==> src/rtl/core/srg_pkg.sv <==
package srg_pkg;

	localparam int LEN_WIDTH = 24;

	typedef struct packed {
		logic accept;
		logic eval;
		logic div_step;
		logic mul;
		logic sum;
		logic load_out;
	} srg_cmd_t;

	typedef struct packed {
		logic done;
		logic div_last;
		logic out_free;
	} srg_status_t;

endpackage

==> src/rtl/core/srg_in_if.sv <==
interface srg_in_if #(
	parameter int TIME_WIDTH  = 32,
	parameter int LEVEL_WIDTH = 24
);
	logic                                  valid;
	logic                                  ready;
	logic        [TIME_WIDTH-1:0]          now_tick;
	logic        [srg_pkg::LEN_WIDTH-1:0]  length_ticks;
	logic signed [LEVEL_WIDTH-1:0]         start_level;
	logic signed [LEVEL_WIDTH-1:0]         end_level;

	modport source (
		output valid, now_tick, length_ticks, start_level, end_level,
		input  ready
	);
	modport sink (
		input  valid, now_tick, length_ticks, start_level, end_level,
		output ready
	);
endinterface

==> src/rtl/core/srg_out_if.sv <==
interface srg_out_if #(
	parameter int LEVEL_WIDTH = 24
);
	logic                          valid;
	logic                          ready;
	logic signed [LEVEL_WIDTH-1:0] level_out;
	logic                          segment_done;

	modport source (
		output valid, level_out, segment_done,
		input  ready
	);
	modport sink (
		input  valid, level_out, segment_done,
		output ready
	);
endinterface

==> src/rtl/core/srg_ctrl.sv <==
module srg_ctrl (
	input  logic                 clk,
	input  logic                 arst_n,
	input  logic                 item_valid,
	output logic                 item_ready,
	input  srg_pkg::srg_status_t status,
	output srg_pkg::srg_cmd_t    cmd
);
	import srg_pkg::*;

	typedef enum logic [5:0] {
		ST_IDLE  = 6'b000001,
		ST_EVAL  = 6'b000010,
		ST_DIV   = 6'b000100,
		ST_MUL   = 6'b001000,
		ST_SUM   = 6'b010000,
		ST_WRITE = 6'b100000
	} state_t;

	state_t state_q;
	state_t state_d;

	always_comb begin
		state_d = state_q;
		case (state_q)
			ST_IDLE: begin
				if (item_valid) state_d = ST_EVAL;
			end
			ST_EVAL: begin
				state_d = status.done ? ST_WRITE : ST_DIV;
			end
			ST_DIV: begin
				if (status.div_last) state_d = ST_MUL;
			end
			ST_MUL: begin
				state_d = ST_SUM;
			end
			ST_SUM: begin
				state_d = ST_WRITE;
			end
			ST_WRITE: begin
				if (status.out_free) state_d = ST_IDLE;
			end
			default: begin
				state_d = ST_IDLE;
			end
		endcase
	end

	always_ff @(posedge clk or negedge arst_n) begin
		if (!arst_n) begin
			state_q <= ST_IDLE;
		end else begin
			state_q <= state_d;
		end
	end

	assign item_ready   = (state_q == ST_IDLE);
	assign cmd.accept   = (state_q == ST_IDLE) && item_valid;
	assign cmd.eval     = (state_q == ST_EVAL);
	assign cmd.div_step = (state_q == ST_DIV);
	assign cmd.mul      = (state_q == ST_MUL);
	assign cmd.sum      = (state_q == ST_SUM);
	assign cmd.load_out = (state_q == ST_WRITE) && status.out_free;

endmodule

==> src/rtl/core/srg_datapath.sv <==
module srg_datapath #(
	parameter int TIME_WIDTH    = 32,
	parameter int LEVEL_WIDTH   = 24,
	parameter int FRACTION_BITS = 16
) (
	input  logic                                 clk,
	input  logic                                 arst_n,
	input  srg_pkg::srg_cmd_t                    cmd,
	output srg_pkg::srg_status_t                 status,
	input  logic        [TIME_WIDTH-1:0]         now_tick,
	input  logic        [srg_pkg::LEN_WIDTH-1:0] length_ticks,
	input  logic signed [LEVEL_WIDTH-1:0]        start_level,
	input  logic signed [LEVEL_WIDTH-1:0]        end_level,
	output logic                                 out_valid,
	input  logic                                 out_ready,
	output logic signed [LEVEL_WIDTH-1:0]        level_out,
	output logic                                 segment_done
);
	import srg_pkg::*;

	localparam int CMPW = (TIME_WIDTH > LEN_WIDTH) ? TIME_WIDTH : LEN_WIDTH;
	localparam int CW   = (FRACTION_BITS > 1) ? $clog2(FRACTION_BITS) : 1;
	localparam int MW   = LEVEL_WIDTH + 1;
	localparam int PW   = MW + FRACTION_BITS;

	logic        [TIME_WIDTH-1:0]    now_q;
	logic        [TIME_WIDTH-1:0]    begin_q;
	logic        [LEN_WIDTH-1:0]     len_q;
	logic                            finished_q;
	logic signed [LEVEL_WIDTH-1:0]   start_q;
	logic signed [LEVEL_WIDTH-1:0]   end_q;
	logic                            done_q;
	logic        [LEN_WIDTH:0]       rem_q;
	logic        [FRACTION_BITS-1:0] frac_q;
	logic        [CW-1:0]            cnt_q;
	logic        [MW-1:0]            mag_q;
	logic                            neg_q;
	logic        [PW-1:0]            prod_q;
	logic        [LEVEL_WIDTH-1:0]   level_q;
	logic                            out_valid_q;
	logic        [LEVEL_WIDTH-1:0]   out_level_q;
	logic                            out_done_q;

	logic [TIME_WIDTH-1:0] elapsed;
	logic [CMPW-1:0]       elapsed_ext;
	logic                  done_now;
	logic [LEN_WIDTH:0]    rem_sh;
	logic                  rem_ge;
	logic signed [MW-1:0]  diff;
	logic [MW-1:0]         step_mag;
	logic [MW-1:0]         start_ext;
	logic [MW-1:0]         level_sum;

	assign elapsed     = now_q - begin_q;
	assign elapsed_ext = CMPW'(elapsed);
	assign done_now    = (elapsed_ext >= CMPW'(len_q));

	assign rem_sh = {rem_q[LEN_WIDTH-1:0], 1'b0};
	assign rem_ge = (rem_sh >= {1'b0, len_q});

	assign diff      = $signed({end_q[LEVEL_WIDTH-1], end_q})
	                 - $signed({start_q[LEVEL_WIDTH-1], start_q});
	assign step_mag  = prod_q[PW-1:FRACTION_BITS];
	assign start_ext = {start_q[LEVEL_WIDTH-1], start_q};
	assign level_sum = neg_q ? (start_ext - step_mag) : (start_ext + step_mag);

	always_ff @(posedge clk or negedge arst_n) begin
		if (!arst_n) begin
			begin_q    <= '0;
			len_q      <= '0;
			finished_q <= 1'b1;
		end else begin
			if (cmd.accept && finished_q) begin
				begin_q <= now_tick;
				len_q   <= length_ticks;
			end
			if (cmd.eval) begin
				finished_q <= done_now;
			end
		end
	end

	always_ff @(posedge clk) begin
		if (cmd.accept) begin
			now_q   <= now_tick;
			start_q <= start_level;
			end_q   <= end_level;
		end
		if (cmd.eval) begin
			done_q <= done_now;
			rem_q  <= {1'b0, elapsed_ext[LEN_WIDTH-1:0]};
			frac_q <= '0;
			cnt_q  <= '0;
			neg_q  <= diff[MW-1];
			mag_q  <= diff[MW-1] ? MW'(-diff) : MW'(diff);
		end
		if (cmd.div_step) begin
			rem_q  <= rem_ge ? (rem_sh - {1'b0, len_q}) : rem_sh;
			frac_q <= {frac_q[FRACTION_BITS-2:0], rem_ge};
			cnt_q  <= cnt_q + 1'b1;
		end
		if (cmd.mul) begin
			prod_q <= PW'(mag_q) * PW'(frac_q);
		end
		if (cmd.sum) begin
			level_q <= level_sum[LEVEL_WIDTH-1:0];
		end
		if (cmd.load_out) begin
			out_level_q <= done_q ? end_q : level_q;
			out_done_q  <= done_q;
		end
	end

	always_ff @(posedge clk or negedge arst_n) begin
		if (!arst_n) begin
			out_valid_q <= 1'b0;
		end else if (cmd.load_out) begin
			out_valid_q <= 1'b1;
		end else if (out_ready) begin
			out_valid_q <= 1'b0;
		end
	end

	assign status.done     = done_now;
	assign status.div_last = (cnt_q == CW'(FRACTION_BITS - 1));
	assign status.out_free = !out_valid_q || out_ready;

	assign out_valid    = out_valid_q;
	assign level_out    = out_level_q;
	assign segment_done = out_done_q;

endmodule

==> src/rtl/core/segment_ramp_generator_unit.sv <==
// Linear ramp envelope segment. Each input word carries the current tick, a segment
// length and start/end levels; when the previous segment has ended a new one starts
// from that tick. The result word is the level interpolated by the elapsed fraction
// (clamped to 0..1) plus a done flag once the segment end is reached. One word is in
// work at a time: a word that ends its segment goes from accept through an evaluate
// step straight to the output load; any other passes from evaluate through the
// bit-serial restoring divider, which forms the fraction one bit per cycle, then a
// multiply step and an add step to the output load. The load waits while the output
// register still holds a result not yet taken. The result sits in an output register,
// so a new word is accepted while a finished result still waits downstream.
module segment_ramp_generator_unit #(
	parameter int TIME_WIDTH    = 32,
	parameter int LEVEL_WIDTH   = 24,
	parameter int FRACTION_BITS = 16
) (
	input logic     clk,
	input logic     arst_n,
	srg_in_if.sink  item,
	srg_out_if.source result
);
	import srg_pkg::*;

	srg_cmd_t    cmd;
	srg_status_t status;

	srg_ctrl u_ctrl (
		.clk        (clk),
		.arst_n     (arst_n),
		.item_valid (item.valid),
		.item_ready (item.ready),
		.status     (status),
		.cmd        (cmd)
	);

	srg_datapath #(
		.TIME_WIDTH    (TIME_WIDTH),
		.LEVEL_WIDTH   (LEVEL_WIDTH),
		.FRACTION_BITS (FRACTION_BITS)
	) u_datapath (
		.clk          (clk),
		.arst_n       (arst_n),
		.cmd          (cmd),
		.status       (status),
		.now_tick     (item.now_tick),
		.length_ticks (item.length_ticks),
		.start_level  (item.start_level),
		.end_level    (item.end_level),
		.out_valid    (result.valid),
		.out_ready    (result.ready),
		.level_out    (result.level_out),
		.segment_done (result.segment_done)
	);

endmodule
==> src/flat_wrapper.sv <==
// flat-port wrapper written by rule: the top's interface ports become plain ports
module segment_ramp_generator_unit_flat import srg_pkg::*;
#(
	parameter int TIME_WIDTH    = 32,
	parameter int LEVEL_WIDTH   = 24,
	parameter int FRACTION_BITS = 16
)
  (clk, arst_n, item_valid, item_now_tick, item_length_ticks, item_start_level, item_end_level, item_ready, result_valid, result_level_out, result_segment_done, result_ready);
  srg_in_if #(.TIME_WIDTH(TIME_WIDTH), .LEVEL_WIDTH(LEVEL_WIDTH)) item_i ();
  srg_out_if #(.LEVEL_WIDTH(LEVEL_WIDTH)) result_i ();
  input logic clk;
  input logic arst_n;
  input wire logic [$bits(item_i.valid)-1:0] item_valid;
  input wire logic [$bits(item_i.now_tick)-1:0] item_now_tick;
  input wire logic [$bits(item_i.length_ticks)-1:0] item_length_ticks;
  input wire logic [$bits(item_i.start_level)-1:0] item_start_level;
  input wire logic [$bits(item_i.end_level)-1:0] item_end_level;
  output wire logic [$bits(item_i.ready)-1:0] item_ready;
  output wire logic [$bits(result_i.valid)-1:0] result_valid;
  output wire logic [$bits(result_i.level_out)-1:0] result_level_out;
  output wire logic [$bits(result_i.segment_done)-1:0] result_segment_done;
  input wire logic [$bits(result_i.ready)-1:0] result_ready;
  assign item_i.valid = item_valid;
  assign item_i.now_tick = item_now_tick;
  assign item_i.length_ticks = item_length_ticks;
  assign item_i.start_level = item_start_level;
  assign item_i.end_level = item_end_level;
  assign item_ready = item_i.ready;
  assign result_valid = result_i.valid;
  assign result_level_out = result_i.level_out;
  assign result_segment_done = result_i.segment_done;
  assign result_i.ready = result_ready;
  segment_ramp_generator_unit #(.TIME_WIDTH(TIME_WIDTH), .LEVEL_WIDTH(LEVEL_WIDTH), .FRACTION_BITS(FRACTION_BITS)) u_core (.clk(clk), .arst_n(arst_n), .item(item_i), .result(result_i));
endmodule
==> config.mk <==
export PLATFORM = sky130hd
export DESIGN_NAME = segment_ramp_generator_unit_flat
export DESIGN_NICKNAME = d
export VERILOG_FILES = /design/src/rtl/core/srg_pkg.sv /design/src/rtl/core/srg_in_if.sv /design/src/rtl/core/srg_out_if.sv /design/src/rtl/core/srg_ctrl.sv /design/src/rtl/core/srg_datapath.sv /design/src/rtl/core/segment_ramp_generator_unit.sv /design/src/flat_wrapper.sv
export SDC_FILE = /design/constraint.sdc
export NUM_CORES = 1
export LEC_CHECK = 0
export BUFFER_PORTS_ARGS = -buffer_cell sky130_fd_sc_hd__clkbuf_2
export CORE_MARGIN = 3
export CORE_UTILIZATION = 34
export CTS_BUF_LIST = sky130_fd_sc_hd__clkbuf_8
export CTS_CLUSTER_SIZE = 8
export DETAILED_ROUTE_END_ITERATION = 12
export GPL_TIMING_DRIVEN = 0
export HOLD_SLACK_MARGIN = 0.08
export PLACE_DENSITY = 0.47
export SLEW_MARGIN = 30
export SYNTH_ARGS = -nofsm -noshare
export SYNTH_HDL_FRONTEND = slang
export SYNTH_HIERARCHICAL = 1
export SYNTH_SLANG_ARGS = --single-unit
==> constraint.sdc <==
create_clock -name clk -period 18.4 [get_ports clk]
set_input_delay 0 -clock clk [delete_from_list [all_inputs] [get_ports clk]]
set_output_delay 0 -clock clk [all_outputs]
set_load 0.05 [all_outputs]
Word-level counts from Yosys, hierarchy flattened
Cells that the tools add are included.
{"block": "op_classes", "add_sub_neg": 7, "multipliers": 1, "magnitude_cmp": 2, "eq_ne": 10, "mux": 17, "n_reduce_logical": 8}
{"operator": "24-bit two-way mux", "count": 6}
{"operator": "24-bit subtractor", "count": 2}
{"operator": "25-bit by 16-bit multiplier with 40-bit output", "count": 1}
{"operator": "6-bit case mux with 6 select lines", "count": 1}
{"operator": "32-bit by 24-bit >= comparator with 1-bit output", "count": 1}
{"operator": "16-bit two-way mux", "count": 2}
{"operator": "32-bit subtractor", "count": 1}
{"operator": "25-bit by 24-bit >= comparator with 1-bit output", "count": 1}
{"operator": "25-bit negation", "count": 1}
{"operator": "24-bit by 24-bit subtractor with 25-bit output", "count": 1}
{"operator": "24-bit adder", "count": 1}
{"operator": "6-bit two-way mux", "count": 4}
{"operator": "4-bit two-way mux", "count": 2}
{"operator": "6-bit by 1-bit == test with 1-bit output, second input constant", "count": 1}
{"operator": "6-bit by 2-bit == test with 1-bit output, second input constant", "count": 1}
{"operator": "6-bit by 3-bit == test with 1-bit output, second input constant", "count": 1}
{"operator": "6-bit by 4-bit == test with 1-bit output, second input constant", "count": 1}
{"operator": "6-bit by 5-bit == test with 1-bit output, second input constant", "count": 1}
{"operator": "6-bit == test, second input constant", "count": 1}
{"operator": "2-bit != test, second input constant", "count": 3}
{"operator": "4-bit by 1-bit adder with 4-bit output, second input constant", "count": 1}
{"operator": "4-bit == test, second input constant", "count": 1}
{"operator": "2-bit nonzero test", "count": 2}
{"operator": "1-bit logical AND", "count": 3}
{"operator": "4 further kinds", "count": 5}
{"block": "word_totals", "register_bits": 304, "input_bits": 108, "out_inout_bits": 27, "word_cells": 64}

Depth between registers and ports, before layout
Gate-level depths: netlist (run 1).
{"block": "logic_depth", "word_depth": 4, "ltp_mapped": 26, "depth_no_buf": 25}

Cells and area by module
The synthesis (run 1) kept the hierarchy.
{"module": "srg_datapath", "n_inst": 1, "cells_each": 2853, "area_each_um2": 28846.4}
{"module": "srg_ctrl", "n_inst": 1, "cells_each": 42, "area_each_um2": 399.1}

Worst setup path after synthesis (run 1)
Ideal clock, no wire load.
{"block": "synth_path", "path_kind": "flip-flop to flip-flop", "startpoint": "register u_core.u_datapath.mag_q[19]", "endpoint": "register u_core.u_datapath.prod_q[39] (data pin)", "setup_ns": 0.266, "arrival_ns": 6.177, "required_ns": 18.134, "setup_slack_ns": 11.957, "stages_incl_launch_ff": 25, "cell_sequence": "edfxtp_1 clkbuf_1 nand2_1 fa_1 inv_1 fa_1 inv_1 fa_1 inv_1 fa_1 fa_1 inv_1 fa_1 inv_1 ha_1 a21o_1 a21o_1 a21oi_1 o21a_1 o21ai_1 a221o_1 a21oi_1 o21ai_0 o41ai_1 xnor2_1"}
{"block": "synth_between", "elab_chain_cells": 1}
{"element": "start: declaration", "line": "srg_datapath.sv:36", "rtl": "logic [MW-1:0] mag_q;"}
{"element": "start signal: assignment", "line": "srg_datapath.sv:95", "rtl": "mag_q <= diff[MW-1] ? MW'(-diff) : MW'(diff);"}
{"element": "25-bit by 16-bit multiplier with 40-bit output", "line": "srg_datapath.sv:103", "rtl": "prod_q <= PW'(mag_q) * PW'(frac_q);"}
{"element": "end signal: assignment", "line": "srg_datapath.sv:103"}
{"element": "end: declaration", "line": "srg_datapath.sv:38", "rtl": "logic [PW-1:0] prod_q;"}
Every way passes these cells.
A chain may end at the register's enable or synchronous reset.

Worst setup path after layout (run 1)
{"block": "layout_path", "startpoint": "register u_core.u_datapath.mag_q[7]", "endpoint": "register u_core.u_datapath.prod_q[39] (data pin)"}
The elaborated chain is that of the path after synthesis.

==> results of run 1 <==
==> what timing repair did <==
| action | 4_1_cts | 5_1_grt |
|---|---|---|
| buffers inserted | 0 | 0 |
| hold buffers | 182 | 0 |
| hold endpoints to repair | 239 | 0 |
==> cell usage in the layout, fill, tap and decap left out, drive strengths merged, types with 7 or more instances in the layout <==
cell type / n
xnor2: 109
inv: 501
nor4: 7
and4: 11
and2: 192
xor2: 47
o211ai: 13
nor3b: 13
o21bai: 15
buf: 13
ha: 235
mux2i: 19
a21o: 65
and3: 16
nor2: 118
edfxtp: 224
nand2b: 11
or2: 11
nand4: 18
or3: 13
o21a: 23
clkbuf: 281
nand2: 307
a31oi: 24
fa: 322
nor3: 30
nor2b: 15
mux2: 87
a211oi: 13
dfrtp: 62
clkinv: 12
o21ai: 68
nand3: 23
dlygate4sd3: 181
a21oi: 124
==> worst max-delay path, delay by kind of cell (launching register included) <==
family	cells	cell delay, ns
AOI/OAI and AO/OA	9	2.50
xor gates and xnor gates	1	0.22
adders and majority gates	7	3.38
buffers and inverters	6	1.02
DFF	1	0.66
and+or+nand+nor	1	0.20
==> flip-flops by register name (all words and copies together) (netlist names) <==
register / count
u_core/u_datapath/cnt_q: 4
u_core/u_datapath/frac_q: 16
u_core/u_datapath/finished_q: 1
u_core/u_datapath/end_q: 24
u_core/u_datapath/start_q: 24
u_core/u_datapath/now_q: 32
u_core/u_datapath/level_q: 24
u_core/u_datapath/segment_done: 1
u_core/u_ctrl/state_q: 6
u_core/u_datapath/rem_q: 24
u_core/u_datapath/neg_q: 1
u_core/u_datapath/level_out: 24
u_core/u_datapath/len_q: 24
u_core/u_datapath/mag_q: 25
u_core/u_datapath/prod_q: 24
u_core/u_datapath/begin_q: 32
u_core/u_datapath/done_q: 1
u_core/u_datapath/out_valid: 1
==> stage by stage <==
| stage | worst slack (ns) | cell area [sq um] | utilization |
|---|---|---|---|
| 5_1_grt | 9.77 | 34300 | 0.406 |
| 4_1_cts | 10.11 | 34300 | 0.406 |
| 2_1_floorplan | 11.96 | 29200 | - |
| 3_5_place_dp | 10.18 | 31400 | 0.372 |
| 6_report | 10.10 | 34300 | 0.406 |
| 3_3_place_gp | 10.19 | 31300 | 0.371 |
==> cells by family after synthesis <==
group | synth area share
AOI/OAI and AO/OA | 0.0913
xor gates and xnor gates | 0.0470
adders and majority gates | 0.321
buffers and inverters | 0.0772
DFF | 0.285
muxes | 0.0400
and+or+nand+nor | 0.139
==> final timing paths <==
check                                           start                             end  slack, ns  depth (start not counted)
setup / recovery           u_core/u_datapath/mag_q[7]    u_core/u_datapath/prod_q[39]      10.10                         24
hold / removal                   item_length_ticks[3]      u_core/u_datapath/len_q[3]       0.14                          3
min in group asynchronous                      arst_n    u_core/u_datapath/begin_q[9]       0.45                          4
setup reg to reg           u_core/u_datapath/mag_q[7]    u_core/u_datapath/prod_q[39]      10.10                         24
max in group asynchronous                      arst_n    u_core/u_datapath/finished_q      17.69                          4
hold reg to reg              u_core/u_datapath/done_q  u_core/u_datapath/segment_done       0.47                          0
==> synth_stat cells (all sizes together) (15+ instances only) <==
library cell  count
a21o             65
a21oi           124
a31oi            24
and2            192
and3             16
clkbuf           88
dfrtp            62
edfxtp          224
fa              322
ha              235
inv             484
mux2             87
mux2i            19
nand2           307
nand3            23
nand4            18
nor2            118
nor2b            15
nor3             30
o21a             23
o21ai            68
o21bai           15
xnor2           109
xor2             47
==> final cells by class <==
type                            count  share of cell area
Multi-Input combinational cell   2024               0.544
Sequential cell                   288               0.243
Timing Repair Buffer              318              0.0744
Inverter                          484              0.0531
Tap cell                         1134              0.0413
Clock buffer                       59              0.0237
Buffer                             99              0.0127
Clock inverter                     35             0.00802
Antenna cell                        2            0.000146
==> metal layers <==
metal  GRT usage  up-vias  wire, um  part of all wire
li1            -    10200         -                 -
met1       0.264    10900     39400              0.47
met2       0.309      493     38400              0.46
met3      0.0301      120      4320             0.051
met4      0.0520        0      2260             0.027
met5           0        -         0                 0
==> flow_metrics.tcl, run 1 <==
set metrics [dict create \
    synth_edf_count 224 \
    grt_pass1_vias 23400 \
    core_area_sq_um 84500 \
    wl_um 84400 \
    syn_inst 2895 \
    synth_area_sq_um 29200 \
    worstPathArrival_ns 8.63 \
    drv_slew 0 \
    path_class "register to register" \
    clkTransAtPathRegs_ns 0.07 \
    syn-num-nets 3560 \
    seq_area_sq_um 8330 \
    numPortBuffers 134 \
    rows 106 \
    crit_path_start_kind "register" \
    rsz0062_at_grt "no" \
    synth_top_area_frac 0.230 \
    die_x_um 299 \
    hp-class "input pin to register" \
    cts_repair_resize_count 0 \
    die_h_um 299 \
    cts.sink_count 288 \
    yosys.area.top_type "edfxtp_1" \
    path_common_cell "fa_1" \
    whs_ns 0.141 \
    htreeDepth 2 \
    hold_violations 0 \
    place_congestion 0.893 \
    status "finished clean" \
    drv_cap 0 \
    placedCellCount 4165 \
    finalClockSkew_ns 0.0314 \
    synth-seq-area-share 0.285 \
    synth-seq-cells 288 \
    tritoncts "done" \
    drc 0 \
    dieArea_sq_um 89600 \
    synth_ff_type "edfxtp_1" \
    wl_per_cell_um 19.0 \
    slowest_stage "clkbuf_1" \
    synth_cell_types 103 \
    multi_input_area_sq_um 18700 \
    finalSetupTns_ns 0 \
    tightest_slew_ns 0.969 \
    cts_buffers 51 \
    stdcell_count 4443 \
    cts-root-buf "clkbuf_8" \
    synth-async-reset-ratio 0.222 \
    dr.pass1.iters 5 \
    layout-drive-gt1-share 0.109 \
    clockBufferDepth 3 \
    fillers 8311 \
    crit_path_cell_trace "clkbuf_1 > nand2_1 > fa_1 > inv_1 > fa_1 > inv_1 > fa_1 > inv_1 > fa_1 > fa_1 > inv_1 > fa_1 > inv_1 > ha_1 > a21oi_1 > a2bb2oi_1 > a21oi_1 > a22o_1 > a21oi_1 > o22ai_1 > a21oi_1 > o21ai_0 > o41ai_1 > xnor2_1" \
    min_period_over_period 0.451 \
    antenna_left 0 \
    max-slew-margin-rel 0.354 \
    synthTopCellsByArea "edfxtp_1, fa_1, ha_1, inv_1, dfrtp_1" \
    period_needed_ns 8.30 \
    layout.nets 3931 \
    grt_overflow_total 0 \
    grtUsageTotal 0.190 \
    worst-path-max-fanout 10 \
    yosysWarnings 6 \
    antenna_found_initial 3 \
    grt_pass1_wl_um 133000 \
    dr_total_vias 21700 \
    start_util 0.346 \
    cpPeakStageDelay_ns 0.75 \
    ios 135 \
    syn_area_per_cell_sq_um 10.1 \
    viasPerCell 4.89 \
    setup_viol_count_final 0 \
    clock.fmax_mhz 120 \
    critical_path_required_ns 18.73 \
    dpl.hpwl_um 66900 \
    end_kind "register" \
    drt_iter0_drc 1124 \
    syn_to_final_growth_pct 17.3 \
    grt_max_degree 47 \
    insertion_delay_ns 0.63 \
]
Power of run 1 is not shown: default switching activity piles up to over one toggle a cycle in this logic, so the estimate is an artifact.
==> run 2, diff against run 1 <==
==> constraint.sdc (replaced) <==
create_clock -name clk -period 7.8 [get_ports clk]
set_input_delay 0 -clock clk [delete_from_list [all_inputs] [get_ports clk]]
set_output_delay 0 -clock clk [all_outputs]
set_load 0.05 [all_outputs]
==> run 2 against run 1 <==
Net effect: setup slack got worse by 9.9 ns; sequential share of layout area fell by 0.15 points; flip-flop and latch count did not move; clock-buffer cell count did not move; global-route usage barely moved; cell area rose by 0.62%; die area did not move; highest routed layer unchanged.
==> flow_metrics.tcl, run 2 (synthesized netlist as in run 1, its figures left out) <==
set metrics [dict create \
    status "finished clean" \
    cts-root-buf "clkbuf_8" \
    antenna_left 0 \
    worstPathArrival_ns 7.96 \
    cpPeakStageDelay_ns 0.69 \
    fin_util 0.409 \
    critical_path_required_ns 8.18 \
    wl_per_cell_um 18.9 \
    hp-class "input pin to register" \
    die_x_um 299 \
    path_common_cell "fa_1" \
    slowest_stage "edfxtp_1" \
    dpl.hpwl_um 66900 \
    crit_buf_inv 4 \
    worstReg2RegEnd "u_core/u_datapath/prod_q[39]" \
    tightest_slew_ns 0.942 \
    stdcell_count 4461 \
    whs_endpoint "u_core/u_datapath/len_q[3]" \
    reg2reg_depth 22 \
    antenna_found_initial 3 \
    placedCellCount 4165 \
    start_util 0.346 \
    tritoncts "done" \
    rsz0062_at_grt "no" \
    viasPerCell 4.89 \
    cts.sink_count 288 \
    ios 135 \
    r2r_setup_slack_ns 0.22 \
    grt_overflow_total 0 \
    crit_family "adder cells" \
    grtUsageTotal 0.190 \
    layout-drive-gt1-share 0.126 \
    finalClockSkew_ns 0.0318 \
    path_depth 22 \
    place_congestion 0.893 \
    cts_buffers 51 \
    grt_pass1_vias 23400 \
    setup_viol_count_final 0 \
    layout_common_cells "inv_1, fa_1, nand2_1, ha_1, edfxtp_1" \
    core_area_sq_um 84500 \
    final_common_cell "inv_1" \
    dr_total_vias 21800 \
    clkTransAtPathRegs_ns 0.06 \
    dieArea_sq_um 89600 \
    max-slew-margin-rel 0.372 \
    rows 106 \
    drc 0 \
    drv_slew 0 \
    layout.nets 3948 \
    clock.fmax_mhz 132 \
    numPortBuffers 134 \
    period_needed_ns 7.58 \
    insertion_delay_ns 0.63 \
    dr.pass1.iters 6 \
    path_class "register to register" \
    worst-path-max-fanout 10 \
    syn_to_final_growth_pct 18.1 \
    largestRegisters "u_core/u_datapath/begin_q x32, u_core/u_datapath/now_q x32, u_core/u_datapath/mag_q x25" \
    crit_path_start_kind "register" \
    hold_depth 3 \
    die_h_um 299 \
    fillers 8299 \
    drv_cap 0 \
    crit_path_cell_trace "clkbuf_2 > nand2_1 > fa_1 > inv_1 > fa_1 > fa_1 > fa_1 > fa_1 > inv_1 > fa_1 > inv_1 > ha_1 > a21o_1 > a21o_1 > a21oi_1 > o21a_1 > o21ai_1 > a221o_1 > a21oi_2 > o21ai_0 > o41ai_1 > xnor2_1" \
    grt_max_degree 47 \
    worstHoldStart "item_length_ticks[3]" \
    timing.rr.start "u_core/u_datapath/frac_q[11]" \
    drt_iter0_drc 1106 \
    htreeDepth 2 \
    hold_violations 0 \
    wl_um 84500 \
    end_kind "register" \
    min_period_over_period 0.971 \
    grt_pass1_wl_um 133000 \
    clockBufferDepth 3 \
]
-- run 2: worst max path at each step --
stage | from | end | slack (ns)
after floorplan | u_core/u_datapath/mag_q[19] | u_core/u_datapath/prod_q[39] | 1.36
after global placement | u_core/u_datapath/mag_q[7] | u_core/u_datapath/prod_q[39] | -0.41
after detailed placement | u_core/u_datapath/mag_q[7] | u_core/u_datapath/prod_q[39] | -0.43
after CTS | u_core/u_datapath/frac_q[11] | u_core/u_datapath/prod_q[38] | 0.11
after global routing | u_core/u_datapath/frac_q[5] | u_core/u_datapath/prod_q[39] | 0.001
final | u_core/u_datapath/frac_q[11] | u_core/u_datapath/prod_q[39] | 0.22
-- run 2: final cells by class --
class	instances	area (sq um)	area share
diodes	3	7.51	0.000217
clock inverters	35	275	0.00797
inverters	484	1820	0.0528
multi-input cells	2024	18700	0.541
flip-flops and latches	288	8330	0.241
repair buffers	335	2690	0.0780
clock buffers	59	812	0.0235
well taps	1134	1420	0.0411
plain buffers	99	489	0.0142
-- run 2: timing repair --
action,4_1_cts,5_1_grt
setup buffers,0,17
gates resized for setup,28,31
endpoints found under the setup margin,5,3
hold endpoints to repair,239,0
hold buffers,182,0
-- run 2: metal layers --
| layer | track usage | part of all wire |
|---|---|---|
| met2 | 0.309 | 0.46 |
| met1 | 0.264 | 0.47 |
| met4 | 0.0531 | 0.024 |
| met5 | 0 | 0 |
| met3 | 0.0297 | 0.049 |
-- run 2: through the flow --
step / hold WS [ns] / setup WS, ns / setup TNS [ns] / instance area [sq um]
2_1_floorplan: -0.296 / 1.36 / 0 / 29200
3_3_place_gp: 0.179 / -0.407 / -0.839 / 31300
3_5_place_dp: 0.0364 / -0.425 / -1.00 / 31400
4_1_cts: 0.0813 / 0.110 / 0 / 34400
5_1_grt: 0.101 / 0.00142 / 0 / 34500
6_report: 0.141 / 0.223 / 0 / 34500
-- run 2: worst reg2reg max path: stages, from the launching register on --
cell,delay [ns]
edfxtp_1,0.69
clkbuf_2,0.43
nand2_1,0.14
fa_1,0.52
inv_1,0.05
fa_1,0.52
fa_1,0.57
fa_1,0.53
fa_1,0.56
inv_1,0.06
fa_1,0.54
inv_1,0.04
ha_1,0.35
a21o_1,0.21
a21o_1,0.17
a21oi_1,0.18
o21a_1,0.16
o21ai_1,0.14
a221o_1,0.37
a21oi_2,0.27
o21ai_0,0.20
o41ai_1,0.35
xnor2_1,0.28
Power of run 2 is left out for the same reason.
